File: config.mk
export PLATFORM = sky130hd
export DESIGN_NAME = utf8_byte_stream_decoder_flat
export DESIGN_NICKNAME = d
export VERILOG_FILES = /design/src/rtl/core/utf8_pkg.sv /design/src/rtl/core/utf8_byte_if.sv /design/src/rtl/core/utf8_cp_if.sv /design/src/rtl/core/utf8_byte_stream_decoder.sv /design/src/flat_wrapper.sv
export VERILOG_INCLUDE_DIRS = /design/src /design/src/rtl/core
export SDC_FILE = /design/constraint.sdc
export NUM_CORES = 1
export LEC_CHECK = 0
export BUFFER_PORTS_ARGS = -buffer_cell sky130_fd_sc_hd__buf_2
export CAP_MARGIN = 20
export CORE_UTILIZATION = 26
export CTS_CLUSTER_SIZE = 16
export DETAILED_ROUTE_END_ITERATION = 8
export GPL_ROUTABILITY_DRIVEN = 0
export PLACE_DENSITY_LB_ADDON = 0.08
export SYNTH_ARGS = -nofsm -noshare
export SYNTH_HDL_FRONTEND = slang
export SYNTH_SLANG_ARGS = --single-unit
File: constraint.sdc
create_clock -name clk -period 5.4 [get_ports clk]
set_input_delay 1.62 -clock clk [delete_from_list [all_inputs] [get_ports clk]]
set_output_delay 1.62 -clock clk [all_outputs]
set_load 0.05 [all_outputs]
File: src/rtl/core/utf8_byte_stream_decoder_defines.svh
// ----------------------------------------------------------------------------
// utf8_byte_stream_decoder_defines
// Assertion macros shared by the decoder RTL; compiled out with ASSERT_OFF
// ----------------------------------------------------------------------------
`ifndef UTF8_BYTE_STREAM_DECODER_DEFINES_SVH
`define UTF8_BYTE_STREAM_DECODER_DEFINES_SVH

`ifndef ASSERT_OFF

// condition must hold in the same cycle as the trigger
`define UTF8_ASSERT_SAME(label, clk, rst_n, trig, cond) \
    label: assert property (@(posedge clk) disable iff (!rst_n) (trig) |-> (cond)) \
        else $error("utf8 decoder check failed");

// condition must hold in the cycle after the trigger
`define UTF8_ASSERT_NEXT(label, clk, rst_n, trig, cond) \
    label: assert property (@(posedge clk) disable iff (!rst_n) (trig) |=> (cond)) \
        else $error("utf8 decoder check failed");

`else

`define UTF8_ASSERT_SAME(label, clk, rst_n, trig, cond)
`define UTF8_ASSERT_NEXT(label, clk, rst_n, trig, cond)

`endif

`endif

File: src/rtl/core/utf8_pkg.sv
// ----------------------------------------------------------------------------
// utf8_pkg
// Types, constants and range check shared by the UTF-8 decoder files
// ----------------------------------------------------------------------------
package utf8_pkg;

    localparam int BYTE_W = 8;
    localparam int CP_W   = 21;
    localparam int REM_W  = 2;

    // byte class masks and patterns
    localparam logic [BYTE_W-1:0] CONT_MASK = 8'hC0;
    localparam logic [BYTE_W-1:0] CONT_PAT  = 8'h80;
    localparam logic [BYTE_W-1:0] LEAD2_MASK = 8'hE0;
    localparam logic [BYTE_W-1:0] LEAD2_PAT  = 8'hC0;
    localparam logic [BYTE_W-1:0] LEAD3_MASK = 8'hF0;
    localparam logic [BYTE_W-1:0] LEAD3_PAT  = 8'hE0;
    localparam logic [BYTE_W-1:0] LEAD4_MASK = 8'hF8;
    localparam logic [BYTE_W-1:0] LEAD4_PAT  = 8'hF0;
    localparam logic [BYTE_W-1:0] PAYLOAD6_MASK = 8'h3F;

    // sequence lengths, counted in continuation bytes
    localparam logic [REM_W-1:0] SEQ_NONE = 2'd0;
    localparam logic [REM_W-1:0] SEQ_TWO  = 2'd1;
    localparam logic [REM_W-1:0] SEQ_THREE = 2'd2;
    localparam logic [REM_W-1:0] SEQ_FOUR = 2'd3;

    // legal value ranges per sequence length
    localparam logic [CP_W-1:0] MIN_TWO   = 21'h00080;
    localparam logic [CP_W-1:0] MAX_TWO   = 21'h007FF;
    localparam logic [CP_W-1:0] MIN_THREE = 21'h00800;
    localparam logic [CP_W-1:0] MAX_THREE = 21'h0FFFF;
    localparam logic [CP_W-1:0] MIN_FOUR  = 21'h10000;
    localparam logic [CP_W-1:0] MAX_FOUR  = 21'h10FFFF;

    // result queue
    localparam int FIFO_DEPTH = 4;
    localparam int PTR_W = 2;
    localparam int CNT_W = 3;

    typedef struct packed {
        logic [CP_W-1:0] code_point;
        logic            invalid;
        logic            run_last;
    } result_t;

    // overlong or out-of-range check for a finished sequence
    function automatic logic range_bad(input logic [REM_W-1:0] seq_len,
                                       input logic [CP_W-1:0]  value);
        logic bad;
        unique case (seq_len)
            SEQ_TWO:   bad = (value < MIN_TWO)   || (value > MAX_TWO);
            SEQ_THREE: bad = (value < MIN_THREE) || (value > MAX_THREE);
            default:   bad = (value < MIN_FOUR)  || (value > MAX_FOUR);
        endcase
        return bad;
    endfunction

endpackage

File: src/rtl/core/utf8_byte_if.sv
// ----------------------------------------------------------------------------
// utf8_byte_if
// Valid/ready channel carrying one raw text byte per transaction
// ----------------------------------------------------------------------------
interface utf8_byte_if;
    import utf8_pkg::*;

    logic              valid;
    logic              ready;
    logic [BYTE_W-1:0] byte_in;

    modport source (output valid, output byte_in, input ready);
    modport sink   (input valid, input byte_in, output ready);
endinterface

File: src/rtl/core/utf8_cp_if.sv
// ----------------------------------------------------------------------------
// utf8_cp_if
// Valid/ready channel carrying one decoded code point per transaction
// ----------------------------------------------------------------------------
interface utf8_cp_if;
    import utf8_pkg::*;

    logic            valid;
    logic            ready;
    logic [CP_W-1:0] code_point;
    logic            invalid;
    logic            run_last;

    modport source (output valid, output code_point, output invalid, output run_last,
                    input ready);
    modport sink   (input valid, input code_point, input invalid, input run_last,
                    output ready);
endinterface

File: src/rtl/core/utf8_byte_stream_decoder.sv
// ----------------------------------------------------------------------------
// utf8_byte_stream_decoder
// UTF-8 byte stream to code point decoder; while ready, one byte per cycle
// ----------------------------------------------------------------------------
//  channel   dir  payload                             per transaction
//  byte_ch   in   byte_in[7:0]                        one text byte
//  cp_ch     out  code_point[20:0] invalid run_last   one result
//
//  One byte is accepted per cycle; its zero, one or two results are decoded
//  in the same cycle into a four-entry result queue, visible the next cycle.
//  byte_ch.ready is high while the queue has room for two results, so the
//  input stalls only when the output side has not drained.
//  Results leave the queue head at one per cycle while cp_ch.ready is high.
//  Reset clears the sequence state and empties the queue; no clearing pass.
// ----------------------------------------------------------------------------
`include "utf8_byte_stream_decoder_defines.svh"

module utf8_byte_stream_decoder (
    input  logic            clk,
    input  logic            rst_n,
    utf8_byte_if.sink       byte_ch,
    utf8_cp_if.source       cp_ch
);
    import utf8_pkg::*;

    // sequence state
    logic [CP_W-1:0]  code_reg,   code_next;
    logic [REM_W-1:0] remain_reg, remain_next;
    logic [REM_W-1:0] len_reg,    len_next;

    // result queue
    result_t          fifo_reg [FIFO_DEPTH];
    logic [PTR_W-1:0] wr_ptr_reg, rd_ptr_reg;
    logic [CNT_W-1:0] count_reg,  count_next;

    // decode results for the current byte
    result_t          res0, res1, fresh_res;
    logic [1:0]       n_res;
    logic             fresh, fresh_has;
    logic             is_cont;
    logic [CP_W-1:0]  shifted;
    logic             in_acc, out_pop;
    logic [PTR_W-1:0] wr_ptr_inc;

    // check terms
    logic             eot_idle, stray_cont, len_ok;

    assign in_acc  = byte_ch.valid && byte_ch.ready;
    assign out_pop = cp_ch.valid && cp_ch.ready;
    assign is_cont = (byte_ch.byte_in & CONT_MASK) == CONT_PAT;
    assign shifted = {code_reg[CP_W-7:0], byte_ch.byte_in[5:0]};

    // combinational decode of one byte
    always_comb
    begin
        code_next   = code_reg;
        remain_next = remain_reg;
        len_next    = len_reg;
        res0        = '0;
        res1        = '0;
        fresh_res   = '0;
        fresh_has   = 1'b0;
        n_res       = 2'd0;
        fresh       = 1'b1;

        // pending sequence: continue, finish or break it
        if (remain_reg != SEQ_NONE)
        begin
            if (is_cont)
            begin
                fresh       = 1'b0;
                code_next   = shifted;
                remain_next = remain_reg - 2'd1;
                if (remain_reg == 2'd1)
                begin
                    res0.invalid    = range_bad(len_reg, shifted);
                    res0.code_point = res0.invalid ? '0 : shifted;
                    n_res           = 2'd1;
                    code_next       = '0;
                    len_next        = SEQ_NONE;
                end
            end
            else
            begin
                res0.invalid = 1'b1;
                n_res        = 2'd1;
                code_next    = '0;
                remain_next  = SEQ_NONE;
                len_next     = SEQ_NONE;
            end
        end

        // fresh decode of a lead or single byte
        if (fresh)
        begin
            priority if (byte_ch.byte_in == '0)
            begin
                fresh_has = 1'b0;
            end
            else if (!byte_ch.byte_in[7])
            begin
                fresh_has            = 1'b1;
                fresh_res.code_point = CP_W'(byte_ch.byte_in);
            end
            else if ((byte_ch.byte_in & LEAD2_MASK) == LEAD2_PAT)
            begin
                code_next   = CP_W'(byte_ch.byte_in[4:0]);
                remain_next = SEQ_TWO;
                len_next    = SEQ_TWO;
            end
            else if ((byte_ch.byte_in & LEAD3_MASK) == LEAD3_PAT)
            begin
                code_next   = CP_W'(byte_ch.byte_in[3:0]);
                remain_next = SEQ_THREE;
                len_next    = SEQ_THREE;
            end
            else if ((byte_ch.byte_in & LEAD4_MASK) == LEAD4_PAT)
            begin
                code_next   = CP_W'(byte_ch.byte_in[2:0]);
                remain_next = SEQ_FOUR;
                len_next    = SEQ_FOUR;
            end
            else
            begin
                fresh_has         = 1'b1;
                fresh_res.invalid = 1'b1;
            end

            if (fresh_has)
            begin
                if (n_res == 2'd0)
                begin
                    res0  = fresh_res;
                    n_res = 2'd1;
                end
                else
                begin
                    res1  = fresh_res;
                    n_res = 2'd2;
                end
            end
        end

        // mark the final result of this byte
        if (n_res == 2'd1)
        begin
            res0.run_last = 1'b1;
        end
        if (n_res == 2'd2)
        begin
            res1.run_last = 1'b1;
        end
    end

    // sequence state registers
    always_ff @(posedge clk or negedge rst_n)
    begin
        if (!rst_n)
        begin
            code_reg   <= '0;
            remain_reg <= SEQ_NONE;
            len_reg    <= SEQ_NONE;
        end
        else if (in_acc)
        begin
            code_reg   <= code_next;
            remain_reg <= remain_next;
            len_reg    <= len_next;
        end
    end

    // queue pointers and fill count
    assign wr_ptr_inc = wr_ptr_reg + PTR_W'(1);
    assign count_next = count_reg + (in_acc ? CNT_W'(n_res) : '0) - CNT_W'(out_pop);

    always_ff @(posedge clk or negedge rst_n)
    begin
        if (!rst_n)
        begin
            wr_ptr_reg <= '0;
            rd_ptr_reg <= '0;
            count_reg  <= '0;
        end
        else
        begin
            if (in_acc)
            begin
                wr_ptr_reg <= wr_ptr_reg + PTR_W'(n_res);
            end
            if (out_pop)
            begin
                rd_ptr_reg <= rd_ptr_reg + PTR_W'(1);
            end
            count_reg <= count_next;
        end
    end

    // queue storage, up to two writes per transaction
    always_ff @(posedge clk)
    begin
        for (int i = 0; i < FIFO_DEPTH; i++)
        begin
            if (in_acc && (n_res != 2'd0) && (wr_ptr_reg == PTR_W'(i)))
            begin
                fifo_reg[i] <= res0;
            end
            if (in_acc && (n_res == 2'd2) && (wr_ptr_inc == PTR_W'(i)))
            begin
                fifo_reg[i] <= res1;
            end
        end
    end

    // channel outputs
    assign byte_ch.ready    = count_reg <= CNT_W'(FIFO_DEPTH - 2);
    assign cp_ch.valid      = count_reg != '0;
    assign cp_ch.code_point = fifo_reg[rd_ptr_reg].code_point;
    assign cp_ch.invalid    = fifo_reg[rd_ptr_reg].invalid;
    assign cp_ch.run_last   = fifo_reg[rd_ptr_reg].run_last;

    // checks
    assign eot_idle   = in_acc && (remain_reg == SEQ_NONE) && (byte_ch.byte_in == '0)
                        && !out_pop;
    assign stray_cont = in_acc && (remain_reg == SEQ_NONE) && is_cont;
    assign len_ok     = (len_reg != SEQ_NONE) && (remain_reg <= len_reg);

    `UTF8_ASSERT_SAME(a_err_zero, clk, rst_n, cp_ch.valid && cp_ch.invalid, cp_ch.code_point == '0)
    `UTF8_ASSERT_SAME(a_no_overflow, clk, rst_n, 1'b1, count_reg <= CNT_W'(FIFO_DEPTH))
    `UTF8_ASSERT_SAME(a_remain_le_len, clk, rst_n, remain_reg != SEQ_NONE, len_ok)
    `UTF8_ASSERT_NEXT(a_eot_quiet, clk, rst_n, eot_idle, count_reg == $past(count_reg))
    `UTF8_ASSERT_NEXT(a_cont_idle_err, clk, rst_n, stray_cont, remain_reg == SEQ_NONE)

endmodule

File: src/flat_wrapper.sv
// flat-port wrapper written by rule: the top's interface ports become plain ports
module utf8_byte_stream_decoder_flat import utf8_pkg::*;
  (clk, rst_n, byte_ch_valid, byte_ch_byte_in, byte_ch_ready, cp_ch_valid, cp_ch_code_point, cp_ch_invalid, cp_ch_run_last, cp_ch_ready);
  utf8_byte_if byte_ch_i ();
  utf8_cp_if cp_ch_i ();
  input  logic clk;
  input  logic rst_n;
  input wire logic [$bits(byte_ch_i.valid)-1:0] byte_ch_valid;
  input wire logic [$bits(byte_ch_i.byte_in)-1:0] byte_ch_byte_in;
  output wire logic [$bits(byte_ch_i.ready)-1:0] byte_ch_ready;
  output wire logic [$bits(cp_ch_i.valid)-1:0] cp_ch_valid;
  output wire logic [$bits(cp_ch_i.code_point)-1:0] cp_ch_code_point;
  output wire logic [$bits(cp_ch_i.invalid)-1:0] cp_ch_invalid;
  output wire logic [$bits(cp_ch_i.run_last)-1:0] cp_ch_run_last;
  input wire logic [$bits(cp_ch_i.ready)-1:0] cp_ch_ready;
  assign byte_ch_i.valid = byte_ch_valid;
  assign byte_ch_i.byte_in = byte_ch_byte_in;
  assign byte_ch_ready = byte_ch_i.ready;
  assign cp_ch_valid = cp_ch_i.valid;
  assign cp_ch_code_point = cp_ch_i.code_point;
  assign cp_ch_invalid = cp_ch_i.invalid;
  assign cp_ch_run_last = cp_ch_i.run_last;
  assign cp_ch_i.ready = cp_ch_ready;
  utf8_byte_stream_decoder u_core (.clk(clk), .rst_n(rst_n), .byte_ch(byte_ch_i), .cp_ch(cp_ch_i));
endmodule
==> impl_metrics.toml <==
[sta]
finalCriticalPeriod_ns = 4.19
drv_slew = 0
timing.final.ws_setup_ns = 1.21
worst-slew-pin-transition_ns = 1.01
hold_viol = 0
timing.fmax_mhz = 239
slew_headroom_pct = 32.8
final_min_period_over_clock_period_pct = 77.6
count_of_endpoints_failing_setup_in_the_final_report = 0
rsz0062_at_grt = "no"
skew_ns = 0.00628
setup_tns_ns = 0

[die]
fp.coreArea_sq_mm = 0.0218
design.die.area_sq_mm = 0.0228
die_x_um = 151
die_height_um = 151
top_level_ports = 37
effective_utilization_at_floorplan_pct = 26.5
floorplan.rows = 54

[clock_network]
clk-insertion-delay-late_ns = 0.42
tritoncts.num_buffers = 17
clock_tree.root_cell = "sky130_fd_sc_hd__clkbuf_16"
worst_setup_hold_path_clk_slew_ns = 0.06
cts-resized-gates = 0
cts_tree = "built"
clock_tree.htree_level_count = 4
clock_sink_count = 118
postCtsHoldBufs = 0
postCtsSetupBuffers = 0
clk_path_buf_depth = 2

[route]
post_drt_via_cell_ratio = 4.93
drt-initial-drc-count = 197
drc_violation_count_after_routing = 0
wire_per_inst_um = 20.4
ant_nets = 0
drt_pass1_iterations = 5
via_count = 3855
finalWirelength_mm = 16.0

[worst_setup_path]
sort_of_element_at_the_start_of_the_critical_path = "input pin"
critical_path_required_ns = 5.75
cp_data_arrival_time_ns = 4.54
critPathSlowestCell = "sky130_fd_sc_hd__and3b_1"
cp_slowest_stage_delay_ns = 0.76
critical_path.max_fanout = 16
timing.setup.critical_path_class = "in -> reg"
timing.critical_path.to_type = "flip-flop"
cp_cell_sequence = "buf_2 -> nor4_1 -> a22oi_1 -> ha_1 -> nor2_1 -> mux2_4 -> or3_4 -> and3b_1 -> a22o_1"
cpLargestDelayFamily = "simple AND/OR/NAND/NOR gates"
worst-path-buf-inv = 1

[final_layout]
layout-drive-gt1-share_pct = 23.7
num_antenna_cells = 0
largest_register_ffs = 92
fillerInstances = 2226
final_common_cell = "sky130_fd_sc_hd__edfxtp_1"
top_library_cells_by_usage_in_the_layout_fill_and_taps_aside = "78 x sky130_fd_sc_hd__edfxtp_1, 42 x sky130_fd_sc_hd__and3_1, 36 x sky130_fd_sc_hd__buf_2, 30 x sky130_fd_sc_hd__nand2_1, 28 x sky130_fd_sc_hd__a22o_1"
syn2layout_area_growth_pct = 19.7
fin_nets = 511

[pwr]
post-layout-total-power_w = 0.00420
power.switching_w = 0.00176
vdd_ir_drop_max_mv = 0.282
seq_power_share_pct = 32.5
power-per-cell-area_mw_per_mm2 = 608
leakage_nw = 2.76
internal_power_w = 0.00244
power_frac_comb_pct = 39.0
power.clock.fraction_pct = 28.5
power_switching_share_pct = 42.0

[logic_synthesis]
yosys_warnings = 0
synth_edf_count = 78
syn-instance-count = 450
synth.ff_latch_count = 118
post_synth_instance_area_sq_mm = 0.00577
seq_area_frac_synth_pct = 56.7
postSynth.topFlopCell = "sky130_fd_sc_hd__edfxtp_1"
synth_async_sr_flop_share_pct = 22.0
synth.net_count = 472
postSynthAreaPerCell_sq_um = 12.8
synth.lib_cells_used.distinct = 55

[placement]
numPortBuffers = 36
detailedPlace.worstSlack_ns = 0.842
place_hpwl_mm = 10.6

[global_routing]
first_global_vias = 4061
globalRouteTotalUtil_pct = 15.1
grt_start_max_net_pins = 31
grt_antenna_before_repair = 0
wire_length_of_the_first_global_routing_pass_mm = 24.7
global_route.overflow_total = 0

[outcome]
run_status = "completed"

[job]
maxCapViolCount = 0

[min_path]
worst_hold_class = "reg -> reg"
==> worst register-to-register path, cell delays in order, from the launching register on <==
cell and delay (ns):
sky130_fd_sc_hd__dfrtp_1 0.44, sky130_fd_sc_hd__or4_4 0.60, sky130_fd_sc_hd__o41ai_1 0.54, sky130_fd_sc_hd__a211o_1 0.63, sky130_fd_sc_hd__and3b_1 0.79, sky130_fd_sc_hd__a22o_1 0.24
==> cell families after synthesis <==
family,synth area share [%]
xor gates and xnor gates,1.37
muxes,10.1
buffers and inverters,3.82
and+or+nand+nor,15.4
AOI/OAI and AO/OA,10.2
adders and majority gates,2.30
DFF,56.7
==> path summary, 6_finish.rpt <==
check / from / to / slack [ns] / cells after the start
min in group asynchronous: rst_n / u_core.count_reg[2]$_DFF_PN0_ / 1.25 / 1
max in group asynchronous: rst_n / u_core.rd_ptr_reg[0]$_DFFE_PN0P_ / 3.67 / 1
min reg2reg: u_core.fifo_reg[2][16]$_SDFFE_PP0P_ / u_core.fifo_reg[2][16]$_SDFFE_PP0P_ / 0.48 / 1
max: byte_ch_byte_in[5] / u_core.fifo_reg[2][11]$_SDFFE_PP0P_ / 1.21 / 9
max reg2reg: u_core.code_reg[13]$_DFFE_PN0P_ / u_core.fifo_reg[2][11]$_SDFFE_PP0P_ / 2.11 / 5
min: u_core.fifo_reg[2][16]$_SDFFE_PP0P_ / u_core.fifo_reg[2][16]$_SDFFE_PP0P_ / 0.48 / 1
==> power by group through the flow <==
stage / Combinational [W] / Sequential (W) / Clock, W
global route: 0.00178 / 0.00140 / 0.00126
detailed placement: 0.00166 / 0.00139 / 0
CTS: 0.00167 / 0.00137 / 0.00122
floorplan: 0.00135 / 0.00123 / 0
global placement: 0.00166 / 0.00139 / 0
finish: 0.00164 / 0.00136 / 0.00120
==> cells in the mapped netlist (3+ instances only) <==
| library cell | number | area (sq um) |
|---|---|---|
| sky130_fd_sc_hd__edfxtp_1 | 78 | 2340 |
| sky130_fd_sc_hd__and3_1 | 42 | 263 |
| sky130_fd_sc_hd__nand2_1 | 30 | 113 |
| sky130_fd_sc_hd__a22o_1 | 28 | 245 |
| sky130_fd_sc_hd__dfrtp_1 | 26 | 651 |
| sky130_fd_sc_hd__mux4_2 | 23 | 518 |
| sky130_fd_sc_hd__clkbuf_1 | 21 | 78.8 |
| sky130_fd_sc_hd__inv_1 | 17 | 63.8 |
| sky130_fd_sc_hd__nor3b_1 | 15 | 113 |
| sky130_fd_sc_hd__o21ai_0 | 15 | 75.1 |
| sky130_fd_sc_hd__dfxtp_1 | 14 | 280 |
| sky130_fd_sc_hd__nor2_1 | 14 | 52.6 |
| sky130_fd_sc_hd__a21oi_1 | 12 | 60.1 |
| sky130_fd_sc_hd__ha_1 | 9 | 113 |
| sky130_fd_sc_hd__nand3_1 | 8 | 40.0 |
| sky130_fd_sc_hd__nor3_1 | 7 | 35.0 |
| sky130_fd_sc_hd__or3_1 | 7 | 43.8 |
| sky130_fd_sc_hd__xnor2_1 | 7 | 61.3 |
| sky130_fd_sc_hd__and3b_1 | 6 | 52.6 |
| sky130_fd_sc_hd__and2_1 | 5 | 31.3 |
| sky130_fd_sc_hd__buf_2 | 5 | 25.0 |
| sky130_fd_sc_hd__nand2b_1 | 5 | 31.3 |
| sky130_fd_sc_hd__o22ai_1 | 5 | 31.3 |
| sky130_fd_sc_hd__mux2i_1 | 4 | 40.0 |
| sky130_fd_sc_hd__nor4_1 | 4 | 25.0 |
| sky130_fd_sc_hd__a211oi_1 | 3 | 22.5 |
| sky130_fd_sc_hd__a21o_1 | 3 | 22.5 |
==> area by class of cell <==
cell class | count | area, sq um | area share (%)
Clock inverter | 13 | 171 | 2.48
Clock buffer | 19 | 453 | 6.56
Inverter | 17 | 63.8 | 0.924
Timing Repair Buffer | 52 | 300 | 4.35
Sequential cell | 118 | 3270 | 47.4
Multi-Input combinational cell | 283 | 2290 | 33.2
Tap cell | 280 | 350 | 5.07
==> layer usage <==
metal / wire length, um / track usage (%) / part of all wire [%]
met1: 7830 / 20.6 / 49
met3: 396 / 2.83 / 2.5
met2: 7540 / 23.9 / 47
met5: 0 / 0 / 0
met4: 203 / 5.50 / 1.3
==> per-stage QoR <==
step	utilization, %	std cells	area, sq um	hold slack [ns]
after floorplan	-	450	5770	0.444
after global placement	28.9	750	6280	0.456
after detailed placement	28.9	750	6280	0.463
after CTS	31.7	782	6900	0.477
after global routing	31.7	782	6900	0.504
final	31.7	782	6900	0.478
No activity file was read; power rests on OpenSTA's default activity.
